File: src/hdl/tks_pkg.sv
package tks_pkg;

  localparam int unsigned MaxVertices = 64;
  localparam int unsigned MaxEdges    = 256;

  localparam int unsigned VtxW  = $clog2(MaxVertices);
  localparam int unsigned CntW  = VtxW + 1;
  localparam int unsigned EdgeW = $clog2(MaxEdges);
  localparam int unsigned EcntW = EdgeW + 1;
  localparam int unsigned DegW  = EcntW;

  localparam logic [CntW-1:0] VtxCountReset = CntW'(MaxVertices);

endpackage

File: src/hdl/tks_ram.sv
module tks_ram #(
  parameter int unsigned W = 8,
  parameter int unsigned D = 64
) (
  input  logic                 clk_i,
  input  logic                 we_i,
  input  logic [$clog2(D)-1:0] waddr_i,
  input  logic [W-1:0]         wdata_i,
  input  logic [$clog2(D)-1:0] raddr_i,
  output logic [W-1:0]         rdata_o
);

  logic [W-1:0] mem_q [D];

  always_ff @(posedge clk_i) begin
    if (we_i) begin
      mem_q[waddr_i] <= wdata_i;
    end
    rdata_o <= mem_q[raddr_i];
  end

endmodule

File: src/hdl/topological_sort_kahn.sv
// Edge load requests are taken in the idle state; the block is ready again the next cycle.
// A sort request first clears all MaxVertices in-degree entries, then counts in-degrees over
// the stored edges, then seeds the queue with the vertices of zero in-degree, then for each
// emitted vertex scans the whole edge store through its single read port.
// Results follow as the output register drains.
// Reset (rst_ni low, asynchronous) empties the edge store and sets vertex_count to 64.
module topological_sort_kahn (
  input  logic                       clk_i,
  input  logic                       rst_ni,
  input  logic                       cfg_valid_i,
  output logic                       cfg_ready_o,
  input  logic [tks_pkg::CntW-1:0]   cfg_data_i,
  input  logic                       in_valid_i,
  output logic                       in_ready_o,
  input  logic                       mode_i,
  input  logic [tks_pkg::VtxW-1:0]   src_vertex_i,
  input  logic [tks_pkg::VtxW-1:0]   dst_vertex_i,
  output logic                       out_valid_o,
  input  logic                       out_ready_i,
  output logic [tks_pkg::VtxW-1:0]   vertex_out_o,
  output logic                       vertex_valid_o,
  output logic                       cycle_found_o,
  output logic                       edge_dropped_o,
  output logic                       last_result_o
);

  localparam int unsigned VW = tks_pkg::VtxW;
  localparam int unsigned CW = tks_pkg::CntW;
  localparam int unsigned EW = tks_pkg::EdgeW;
  localparam int unsigned NW = tks_pkg::EcntW;
  localparam int unsigned DW = tks_pkg::DegW;

  // Sequencer states.
  localparam logic [3:0] S_IDLE   = 4'd0;
  localparam logic [3:0] S_CLR    = 4'd1;
  localparam logic [3:0] S_CNT_RD = 4'd2;
  localparam logic [3:0] S_CNT_E  = 4'd3;
  localparam logic [3:0] S_CNT_D  = 4'd4;
  localparam logic [3:0] S_ZQ_RD  = 4'd5;
  localparam logic [3:0] S_ZQ_D   = 4'd6;
  localparam logic [3:0] S_POP_RD = 4'd7;
  localparam logic [3:0] S_POP_D  = 4'd8;
  localparam logic [3:0] S_POP_EM = 4'd9;
  localparam logic [3:0] S_SCN_RD = 4'd10;
  localparam logic [3:0] S_SCN_E  = 4'd11;
  localparam logic [3:0] S_SCN_D  = 4'd12;
  localparam logic [3:0] S_FIN    = 4'd13;

  logic [3:0]    state_q, state_d;
  logic [CW-1:0] vcount_q;
  logic [NW-1:0] ecnt_q, ecnt_d;
  logic          drop_q, drop_d;
  logic [NW-1:0] eidx_q, eidx_d;
  logic [CW-1:0] idx_q, idx_d;
  logic [CW-1:0] rpos_q, rpos_d;
  logic [CW-1:0] wpos_q, wpos_d;
  logic [VW-1:0] cur_q, cur_d;
  logic [VW-1:0] tgt_q, tgt_d;
  logic          hold_vld_q, hold_vld_d;
  logic [VW-1:0] hold_vtx_q, hold_vtx_d;

  logic          out_vld_q, out_vld_d;
  logic [VW-1:0] out_vtx_q, out_vtx_d;
  logic          out_vv_q, out_vv_d;
  logic          out_cyc_q, out_cyc_d;
  logic          out_drp_q, out_drp_d;
  logic          out_last_q, out_last_d;

  // Edge store: source in the upper bits, target in the lower bits.
  logic            e_we;
  logic [EW-1:0]   e_waddr, e_raddr;
  logic [2*VW-1:0] e_wdata, e_rdata;
  // In-degree store.
  logic            d_we;
  logic [VW-1:0]   d_waddr, d_raddr;
  logic [DW-1:0]   d_wdata, d_rdata;
  // Ready queue.
  logic            q_we;
  logic [VW-1:0]   q_waddr, q_raddr;
  logic [VW-1:0]   q_wdata, q_rdata;

  logic [CW-1:0] n_act;
  logic [VW-1:0] e_src, e_tgt;
  logic          can_push;
  logic          in_acc;

  tks_ram #(.W(2 * VW), .D(tks_pkg::MaxEdges)) u_edge_ram (
    .clk_i  (clk_i),
    .we_i   (e_we),
    .waddr_i(e_waddr),
    .wdata_i(e_wdata),
    .raddr_i(e_raddr),
    .rdata_o(e_rdata)
  );

  tks_ram #(.W(DW), .D(tks_pkg::MaxVertices)) u_deg_ram (
    .clk_i  (clk_i),
    .we_i   (d_we),
    .waddr_i(d_waddr),
    .wdata_i(d_wdata),
    .raddr_i(d_raddr),
    .rdata_o(d_rdata)
  );

  tks_ram #(.W(VW), .D(tks_pkg::MaxVertices)) u_queue_ram (
    .clk_i  (clk_i),
    .we_i   (q_we),
    .waddr_i(q_waddr),
    .wdata_i(q_wdata),
    .raddr_i(q_raddr),
    .rdata_o(q_rdata)
  );

  // The effective vertex count saturates at the store size.
  assign n_act = (vcount_q > CW'(tks_pkg::MaxVertices)) ? CW'(tks_pkg::MaxVertices)
                                                         : vcount_q;
  assign e_src = e_rdata[2*VW-1:VW];
  assign e_tgt = e_rdata[VW-1:0];

  // The output register can take a new result when it is empty or being drained.
  assign can_push    = !out_vld_q || out_ready_i;
  assign in_ready_o  = (state_q == S_IDLE);
  assign in_acc      = in_valid_i && in_ready_o;
  assign cfg_ready_o = 1'b1;

  always_comb begin
    state_d    = state_q;
    ecnt_d     = ecnt_q;
    drop_d     = drop_q;
    eidx_d     = eidx_q;
    idx_d      = idx_q;
    rpos_d     = rpos_q;
    wpos_d     = wpos_q;
    cur_d      = cur_q;
    tgt_d      = tgt_q;
    hold_vld_d = hold_vld_q;
    hold_vtx_d = hold_vtx_q;
    out_vld_d  = out_vld_q && !out_ready_i;
    out_vtx_d  = out_vtx_q;
    out_vv_d   = out_vv_q;
    out_cyc_d  = out_cyc_q;
    out_drp_d  = out_drp_q;
    out_last_d = out_last_q;

    e_we    = 1'b0;
    e_waddr = ecnt_q[EW-1:0];
    e_wdata = {src_vertex_i, dst_vertex_i};
    e_raddr = eidx_q[EW-1:0];
    d_we    = 1'b0;
    d_waddr = idx_q[VW-1:0];
    d_wdata = '0;
    d_raddr = idx_q[VW-1:0];
    q_we    = 1'b0;
    q_waddr = wpos_q[VW-1:0];
    q_wdata = idx_q[VW-1:0];
    q_raddr = rpos_q[VW-1:0];

    unique case (state_q)
      S_IDLE: begin
        if (in_acc) begin
          if (mode_i) begin
            idx_d   = '0;
            rpos_d  = '0;
            wpos_d  = '0;
            hold_vld_d = 1'b0;
            state_d = S_CLR;
          end else if (({1'b0, src_vertex_i} >= n_act) || ({1'b0, dst_vertex_i} >= n_act) ||
                       ecnt_q[NW-1]) begin
            drop_d = 1'b1;
          end else begin
            e_we   = 1'b1;
            ecnt_d = ecnt_q + NW'(1);
          end
        end
      end
      S_CLR: begin
        d_we  = 1'b1;
        idx_d = idx_q + CW'(1);
        if (idx_q == CW'(tks_pkg::MaxVertices - 1)) begin
          idx_d  = '0;
          eidx_d = '0;
          state_d = (ecnt_q == '0) ? S_ZQ_RD : S_CNT_RD;
        end
      end
      S_CNT_RD: begin
        state_d = S_CNT_E;
      end
      S_CNT_E: begin
        if (({1'b0, e_src} < n_act) && ({1'b0, e_tgt} < n_act)) begin
          d_raddr = e_tgt;
          tgt_d   = e_tgt;
          state_d = S_CNT_D;
        end else begin
          eidx_d  = eidx_q + NW'(1);
          state_d = (eidx_q + NW'(1) == ecnt_q) ? S_ZQ_RD : S_CNT_RD;
        end
      end
      S_CNT_D: begin
        d_we    = 1'b1;
        d_waddr = tgt_q;
        d_wdata = d_rdata + DW'(1);
        eidx_d  = eidx_q + NW'(1);
        state_d = (eidx_q + NW'(1) == ecnt_q) ? S_ZQ_RD : S_CNT_RD;
      end
      S_ZQ_RD: begin
        state_d = (idx_q == n_act) ? S_POP_RD : S_ZQ_D;
      end
      S_ZQ_D: begin
        if (d_rdata == '0) begin
          q_we   = 1'b1;
          wpos_d = wpos_q + CW'(1);
        end
        idx_d   = idx_q + CW'(1);
        state_d = S_ZQ_RD;
      end
      S_POP_RD: begin
        if (rpos_q == wpos_q) begin
          state_d = S_FIN;
        end else begin
          rpos_d  = rpos_q + CW'(1);
          state_d = S_POP_D;
        end
      end
      S_POP_D: begin
        cur_d   = q_rdata;
        state_d = S_POP_EM;
      end
      S_POP_EM: begin
        if (!hold_vld_q || can_push) begin
          if (hold_vld_q) begin
            out_vld_d  = 1'b1;
            out_vtx_d  = hold_vtx_q;
            out_vv_d   = 1'b1;
            out_cyc_d  = 1'b0;
            out_drp_d  = 1'b0;
            out_last_d = 1'b0;
          end
          hold_vld_d = 1'b1;
          hold_vtx_d = cur_q;
          eidx_d     = ecnt_q - NW'(1);
          state_d    = (ecnt_q == '0) ? S_POP_RD : S_SCN_RD;
        end
      end
      S_SCN_RD: begin
        state_d = S_SCN_E;
      end
      S_SCN_E: begin
        if ((e_src == cur_q) && ({1'b0, e_tgt} < n_act)) begin
          d_raddr = e_tgt;
          tgt_d   = e_tgt;
          state_d = S_SCN_D;
        end else begin
          eidx_d  = eidx_q - NW'(1);
          state_d = (eidx_q == '0) ? S_POP_RD : S_SCN_RD;
        end
      end
      S_SCN_D: begin
        if (d_rdata != '0) begin
          d_we    = 1'b1;
          d_waddr = tgt_q;
          d_wdata = d_rdata - DW'(1);
          if (d_rdata == DW'(1)) begin
            q_we    = 1'b1;
            q_wdata = tgt_q;
            wpos_d  = wpos_q + CW'(1);
          end
        end
        eidx_d  = eidx_q - NW'(1);
        state_d = (eidx_q == '0) ? S_POP_RD : S_SCN_RD;
      end
      S_FIN: begin
        if (can_push) begin
          out_vld_d  = 1'b1;
          out_vtx_d  = hold_vld_q ? hold_vtx_q : '0;
          out_vv_d   = hold_vld_q;
          out_cyc_d  = (rpos_q != n_act);
          out_drp_d  = drop_q;
          out_last_d = 1'b1;
          hold_vld_d = 1'b0;
          ecnt_d     = '0;
          drop_d     = 1'b0;
          state_d    = S_IDLE;
        end
      end
      default: begin
        state_d = S_IDLE;
      end
    endcase
  end

  always_ff @(posedge clk_i or negedge rst_ni) begin
    if (!rst_ni) begin
      state_q    <= S_IDLE;
      vcount_q   <= tks_pkg::VtxCountReset;
      ecnt_q     <= '0;
      drop_q     <= 1'b0;
      eidx_q     <= '0;
      idx_q      <= '0;
      rpos_q     <= '0;
      wpos_q     <= '0;
      hold_vld_q <= 1'b0;
      out_vld_q  <= 1'b0;
    end else begin
      state_q    <= state_d;
      if (cfg_valid_i) begin
        vcount_q <= cfg_data_i;
      end
      ecnt_q     <= ecnt_d;
      drop_q     <= drop_d;
      eidx_q     <= eidx_d;
      idx_q      <= idx_d;
      rpos_q     <= rpos_d;
      wpos_q     <= wpos_d;
      hold_vld_q <= hold_vld_d;
      out_vld_q  <= out_vld_d;
    end
  end

  always_ff @(posedge clk_i) begin
    cur_q      <= cur_d;
    tgt_q      <= tgt_d;
    hold_vtx_q <= hold_vtx_d;
    out_vtx_q  <= out_vtx_d;
    out_vv_q   <= out_vv_d;
    out_cyc_q  <= out_cyc_d;
    out_drp_q  <= out_drp_d;
    out_last_q <= out_last_d;
  end

  assign out_valid_o    = out_vld_q;
  assign vertex_out_o   = out_vtx_q;
  assign vertex_valid_o = out_vv_q;
  assign cycle_found_o  = out_cyc_q;
  assign edge_dropped_o = out_drp_q;
  assign last_result_o  = out_last_q;

  // The queue is never read past what has been written.
  a_queue_order : assert property (@(posedge clk_i) disable iff (!rst_ni)
    rpos_q <= wpos_q) else $error("ready queue read passed write");

  // Each vertex is queued at most once, so the queue never overflows.
  a_queue_bound : assert property (@(posedge clk_i) disable iff (!rst_ni)
    wpos_q <= CW'(tks_pkg::MaxVertices)) else $error("ready queue overflow");

  // Finishing a sort always presents a final result.
  a_fin_last : assert property (@(posedge clk_i) disable iff (!rst_ni)
    (state_q == S_FIN && can_push) |=> (out_vld_q && out_last_q))
    else $error("sort finished without a final result");

endmodule
File: config.mk
export PLATFORM = sky130hd
export DESIGN_NAME = topological_sort_kahn
export DESIGN_NICKNAME = d
export VERILOG_FILES = /design/src/hdl/tks_pkg.sv /design/src/hdl/tks_ram.sv /design/src/hdl/topological_sort_kahn.sv
export SDC_FILE = /design/constraint.sdc
export NUM_CORES = 2
export LEC_CHECK = 0
export BUFFER_PORTS_ARGS = -buffer_cell sky130_fd_sc_hd__buf_2
export CORE_MARGIN = 2
export CORE_UTILIZATION = 45
export CTS_CLUSTER_DIAMETER = 50
export DETAILED_ROUTE_END_ITERATION = 10
export REMOVE_ABC_BUFFERS = 1
export SLEW_MARGIN = 20
export SYNTH_ARGS = -nofsm -noshare
export SYNTH_HDL_FRONTEND = slang
export SYNTH_SLANG_ARGS = --single-unit
File: constraint.sdc
create_clock -name clk_i -period 5.9 [get_ports clk_i]
set_input_delay 0.59 -clock clk_i [delete_from_list [all_inputs] [get_ports clk_i]]
set_output_delay 0.59 -clock clk_i [all_outputs]
set_load 0.01 [all_outputs]
### Word-level counts from Yosys, hierarchy flattened

Memories as Yosys holds them, arrays and structs flattened. A register that Yosys moved wholly into a read port is not among the register bits.
Cells that the tools add are included.

| word-level totals | value |
|---|---|
| memories | 3 |
| bits in latches | 0 |
| register bits after elaboration | 81 |
| memory bits (writable) | 4032 |
| bits in read-only memories | 0 |
| input port bits | 25 |
| word-level logic and storage cells | 202 |

| operators by class | value |
|---|---|
| shifts and indexed selects | 0 |
| $mul | 0 |
| equality and inequality tests | 37 |
| reductions and logical operators | 36 |
| $add $sub $neg | 9 |
| $lt $le $gt $ge | 5 |
| mux-type cells | 94 |
| div/mod/pow operators | 0 |
| bitwise operators | 0 |

Memories:

| name | words | bits a word | rd ports | clocked after memory_dff | write ports | line | RTL |
|---|---|---|---|---|---|---|---|
| u_edge_ram.mem_q | 256 | 12 | 1 | 1 | 1 | tks_ram.sv:13 | `logic [W-1:0] mem_q [D];` |
| u_deg_ram.mem_q | 64 | 9 | 1 | 1 | 1 | tks_ram.sv:13 |  |
| u_queue_ram.mem_q | 64 | 6 | 1 | 1 | 1 | tks_ram.sv:13 |  |

Operators with widths:

| operator | count |
|---|---|
| $mux W9 | 9 |
| $mux W6 | 12 |
| $mux W7 | 8 |
| $pmux W4 S14 | 1 |
| $pmux W9 S6 | 1 |
| $pmux W6 S2 | 4 |
| $pmux W7 S3 | 2 |
| $pmux W9 S2 | 2 |
| $mux W1 | 33 |
| $mux W4 | 8 |
| $ne A2 B2 Y1 const B | 14 |
| $add A9 B1 Y9 const B | 3 |
| $logic_not A9 Y1 | 3 |
| $sub A9 B1 Y9 const B | 3 |
| $reduce_and A5 Y1 | 5 |
| $eq A4 B4 Y1 const B | 6 |
| $add A7 B1 Y7 const B | 3 |
| $eq A4 B3 Y1 const B | 4 |
| $pmux W1 S2 | 8 |
| $eq A7 B7 Y1 | 2 |
| $ge A6 B7 Y1 | 2 |
| $lt A6 B7 Y1 | 2 |
| $pmux W7 S2 | 1 |
| $mux W3 | 4 |
| other kinds (23) | 41 |

### Longest topological paths before layout

| logic depth | value |
|---|---|
| word-level depth | 11 |
| gate-level depth with buffers | 17 |
| mapped depth without buffers | 13 |

### Cells and area by module

Synthesis repeated with hierarchy kept, for this count alone.

| second synthesis, totals | value |
|---|---|
| cell total of the unflattened synthesis | 7975 |
| area, all modules | 162514.6 µm² |

By module, submodules not included:

| module | area each (µm²) | seq. area each (µm²) | times used | cells an instance |
|---|---|---|---|---|
| tks_ram (u_edge_ram) | 118632.5 | 92488.7 | 1 | 5506 |
| tks_ram (u_deg_ram) | 22476.6 | 17476.8 | 1 | 1021 |
| tks_ram (u_queue_ram) | 15225.9 | 11651.2 | 1 | 720 |
| topological_sort_kahn | 6179.7 | 2168.3 | 1 | 728 |

### Worst setup path before layout

OpenSTA, ideal clock, no wires.

| timing | value |
|---|---|
| path type | register -> register |
| start | register state_q[0] |
| end | memory u_queue_ram.mem_q[0][1] in the netlist's numbering, data pin |
| buffers on the path | 1 |
| period minus slack after synthesis | 4.797 ns |
| slack | 1.103 ns |
| stages on the path, launching flop included | 6 |
| arrival time | 4.093 ns |
| cells stage by stage | dfrtp_1 buf_2 nor3b_2 and3_1 nand4_1 o21ai_0 |

| between the ends | value |
|---|---|
| longest elaborated chain between the ends | 2 |

Ends and longest elaborated chain:

| element | line | RTL |
|---|---|---|
| start, declared | topological_sort_kahn.sv:49 | `logic [3:0] state_q, state_d;` |
| start signal, assigned | topological_sort_kahn.sv:304 | `state_q <= state_d;` |
| $eq A4 B4 Y1 | topological_sort_kahn.sv:158 | `unique case (state_q)` |
| $mux W6 | topological_sort_kahn.sv:158 |  |
| via q_wdata[1] | topological_sort_kahn.sv:80 | `logic [VW-1:0] q_wdata, q_rdata;` |
| end, declared | tks_ram.sv:13 |  |

The timed path passes the listed nets, and every way through them passes these cells.

### Final worst setup path

| timing | value |
|---|---|
| start | register vcount_q[6] |
| end | memory u_edge_ram.mem_q[217][8] in the netlist's numbering, enable pin |

| between the ends | value |
|---|---|
| longest elaborated chain between the ends | 11 |
| elaborated cells on any way between the ends | 12 |
| classes of those cells | 3 x order compare; 7 x mux; 2 x reduce/logical |

Ends and longest elaborated chain:

| element | line | RTL |
|---|---|---|
| start, declared | topological_sort_kahn.sv:50 | `logic [CW-1:0] vcount_q;` |
| start signal, assigned | topological_sort_kahn.sv:294 | `vcount_q <= tks_pkg::VtxCountReset;` |
| start signal, assigned | topological_sort_kahn.sv:306 | `vcount_q <= cfg_data_i;` |
| $gt A7 B7 Y1 | topological_sort_kahn.sv:115 | `assign n_act = (vcount_q > CW'(tks_pkg::MaxVertices)) ? CW'(tks_pkg::MaxVertices)` |
| $mux W7 (*) | topological_sort_kahn.sv:115 |  |
| $ge A6 B7 Y1 | topological_sort_kahn.sv:167 | `end else if (({1'b0, src_vertex_i} >= n_act) \|\| ({1'b0, dst_vertex_i} >= n_act) \|\|` |
| $logic_or A1 B1 Y1 (*) (2 in series) | topological_sort_kahn.sv:167 |  |
| $mux W1 (*) | topological_sort_kahn.sv:167 |  |
| $mux W1 (*) | topological_sort_kahn.sv:161 | `if (mode_i) begin` |
| $mux W1 (*) | topological_sort_kahn.sv:160 | `if (in_acc) begin` |
| $mux W1 (*) | topological_sort_kahn.sv:158 |  |
| $mux W1 (*) | tks_ram.sv:16 | `if (we_i) begin` |
| $mux W1 (not written as such) (*) | tks_ram.sv:17 | `mem_q[waddr_i] <= wdata_i;` |
| end, declared | tks_ram.sv:13 |  |

Every way passes the cells marked *; elsewhere a longest branch is shown, timed or not.

==> out/summary.txt <==
Tmin final -> 5.46 ns
XOR/XNOR Fraction of Synth Area -> 0.00362
Avg Inst Size Synth -> 21.7 um^2
Slowest cell on crit path -> nor2_1
Synth warn -> 0
Post-synthesis cell count -> 7461
Worst path arrival time -> 6.03 ns
Pwr/cell area -> 324 nW/um^2
Reg-to-Reg Start -> vcount_q[6]
Clock buffer count from CTS -> 440
Placed cell count -> 12300
Leakage power -> 56.5 nW
Status -> finished, violations left
Gr usage total -> 0.225
Simple-Gate Fraction of Synth Area -> 0.0233
Number of global-route vias before repair -> 78900
Pin count of the biggest net entering global routing -> 175
Die Y -> 604 um
Core area -> 359000 um^2
Initial Util -> 0.451
Post-Route WL -> 412 mm
Global-route wire length before repair -> 590 mm
Final Util -> 0.516
HP Class -> primary input to flip-flop
Post-synth EDFFs -> 4060
Placement Setup Slack -> 0.300 ns
CTS tree -> yes
Top cells by count, synth -> 4060 x edfxtp_1, 1071 x mux4_2, 459 x nor2_1
Post-synth top flop -> edfxtp_1
Die area -> 365000 um^2
R2R Path End -> u_edge_ram.mem_q[217][8]
Share of cells above drive strength 1 -> 0.280
Root buffer cell -> clkbuf_16
Nets@finish -> 8065
Mux contribution to synthesized area -> 0.173
Synthesis-stage register bit count -> 4140
Crit start category -> flip-flop
Synth top area share -> 0.753
Crit path depth -> 11
Final Skew -> 0.0500 ns
Routed len/inst -> 31.3 um
RSZ-0062 raised after global routing -> no
Final global-route overflow total -> 0
Compound-Gate Fraction of Synth Area -> 0.0190
Routed vias -> 79200
Finished Layout Cells -> 13200
Max Slew Vio Count -> 0
Max FO, Critical Path -> 12
Detailed Route Iter0 Violations -> 10300
Setup_tns -> 0 ns
Maximum VDD drop -> 0.000271 V
Drt via density -> 6.02
Clk sinks -> 4140
Worst Setup Path Type -> flip-flop to flip-flop
Worst setup endpoint -> u_edge_ram.mem_q[217][8]
Crit end category -> flip-flop
Port Buffers -> 36
DRC viols -> 3
Worst-Margin Slew -> 1.18 ns
Crit path buf inv count -> 0
# rows -> 220
Final Instance Area -> 185000 um^2
Overall power -> 60.0 mW
Clock-pin slew on the worst setup and hold paths -> 0.07 ns
Global placement routability congestion -> 0.873
Clock Latency Late Sink -> 0.98 ns
Area Growth Syn to Fin -> 14.3%
CTS H-tree depth -> 5
Critical path origin -> vcount_q[6]
Final Hold Violating Endpoints -> 0
Hold slack -> 0.0481 ns
Count leader, synth -> edfxtp_1
Final Setup Violations -> 0
CP peak stage delay -> 1.15 ns
CP delay by family, top -> simple AND/OR/NAND/NOR gates
Antenna-violating nets left -> 0
DP Wirelength -> 258 mm
Initial DRT Pass Iterations -> 9
Largest cells by area after synthesis -> edfxtp_1 75%, mux4_2 15%, mux2i_1 2.3%
Reg2reg path depth -> 11
Die width -> 604 um
Ports -> 38
CP Cell Sequence -> nor2b_1 > ha_1 > nand2b_1 > a21o_1 > a21o_1 > a21o_1 > a21oi_1 > o221ai_1 > a211oi_4 > nand3_2 > nor2_1
Placed Area -> 170000 um^2
R2R Setup Slk -> 0.44 ns
Initial antenna violation count -> 16
Async S/R FF share, synth -> 0.0128
Critical Path Most Common Cell -> a21o_1
Max Root-Sink Buffers -> 4
Max Cap Viol -> 0
Sequential share of the synthesized area -> 0.765
Final WS setup -> 0.445 ns
Cell variety after synth -> 83
Post-CTS Repair Setup Buffers -> 0
F_max -> 183 MHz
Main combinational cell family by area after synthesis -> multiplexers
Slew HR -> 0.210
Area share of fa/ha/maj cells after synthesis -> 0.00270
Required time of the critical path -> 6.48 ns
Part of the cycle the worst path needs -> 0.925
Failing checks -> design-rule violations
Mapped cell area -> 162000 um^2
Dominant cell type by area after synthesis -> edfxtp_1
## sequential cells by signal, indices dropped and copies added, names as in the netlist, 4 cells and up
name	cells
u_deg_ram.rdata_o	9
vertex_out_o	6
hold_vtx_q	6
vcount_q	7
idx_q	7
tgt_q	6
u_deg_ram.mem_q	576
ecnt_q	9
eidx_q	9
state_q	4
rpos_q	7
u_queue_ram.rdata_o	6
u_edge_ram.mem_q	3072
wpos_q	7
u_queue_ram.mem_q	384
u_edge_ram.rdata_o	12
cur_q	6
## what timing repair did
item / CTS / global route
hold endpoints to repair: 175 / 0
hold buffers: 16 / 0
resized for setup: 0 / 0
## kinds of logic (layout without fill, tap and decap cells)
| family | after synthesis | after routing |
|---|---|---|
| DFF | 4140 | 4140 |
| muxes | 1463 | 1463 |
| and+or+nand+nor | 854 | 854 |
| AOI/OAI and AO/OA | 451 | 451 |
| buffers and inverters | 450 | 1366 |
| xor gates and xnor gates | 67 | 67 |
| adders and majority gates | 35 | 35 |
| other | 1 | 8 |
## worst min path at each step
| stage | from | endpoint | slack [ns] | cells past startpoint |
|---|---|---|---|---|
| global route | dst_vertex_i[3] | u_edge_ram.mem_q[96][3] | 0.03 | 1 |
| CTS | dst_vertex_i[3] | u_edge_ram.mem_q[96][3] | 0.0004 | 1 |
| floorplan | rst_ni | drop_q | 0.29 | 0 |
| global placement | u_queue_ram.rdata_o[0] | cur_q[0] | 0.39 | 0 |
| detailed placement | u_queue_ram.rdata_o[0] | cur_q[0] | 0.39 | 0 |
| finish | dst_vertex_i[3] | u_edge_ram.mem_q[96][3] | 0.05 | 1 |
## final cells by class
| type | instances | area [um^2] |
|---|---|---|
| Timing Repair Buffer | 523 | 4550 |
| Clock inverter | 291 | 2900 |
| Tap cell | 4773 | 5970 |
| Antenna cell | 7 | 17.5 |
| Fill cell | 27600 | 174000 |
| Clock buffer | 523 | 11500 |
| Inverter | 29 | 113 |
| Multi-Input combinational cell | 2871 | 36200 |
| Sequential cell | 4140 | 124000 |
## report_power, final
group | internal, mW | switching (mW)
clock network | 15.8 | 11.5
registers | 32.2 | 0.00537
logic | 0.0772 | 0.488
total | 48.1 | 12.0
## worst reg2reg max path, stage by stage, from the launching register on
cell      delay, ns
dfstp_2        0.44
nor2b_1        0.45
ha_1           0.33
nand2b_1       0.15
a21o_1         0.19
a21o_1         0.18
a21o_1         0.18
a21oi_1        0.20
o221ai_1       0.21
a211oi_4       0.65
nand3_2        0.91
nor2_1         1.17
## per-layer routing
| layer | routed length, um | track usage | vias to the layer above |
|---|---|---|---|
| met2 | 194000 | 0.349 | 3532 |
| met3 | 32000 | 0.0382 | 566 |
| met1 | 175000 | 0.330 | 42700 |
| met4 | 11800 | 0.0632 | 4 |
| met5 | 22 | 0 | - |
| li1 | - | - | 32400 |
## placed cells by master, fill, tap and decap left out, types with 19 or more instances in the layout
master      synthesis  routed
ha_1               35      35
buf_12              0      45
inv_1              27      26
o41ai_1            27      27
edfxtp_1         4060    4060
buf_2             136      24
bufinv_16           0      42
xnor2_1            39      39
clkinv_1            0      88
nor3_1             25      25
nor2b_1            45      45
nand4_1            24      24
a21oi_1            55      52
dfxtp_1            27      27
clkinv_2            0      71
nand3_1            51      38
mux4_2           1071    1071
nand2_1           160     159
inv_6               0      23
xor2_1             28      28
dfrtp_1            52      41
buf_4              35     426
o21ai_0            60      56
clkinvlp_4          0      27
mux2i_1           372     370
clkinv_4            0      19
o22ai_1           175     174
mux2_2             20      19
nor2_2              0      25
clkbuf_16           0     446
clkbuf_1          168      73
nor2_1            459     432
No activity file was read; power rests on OpenSTA's default activity.
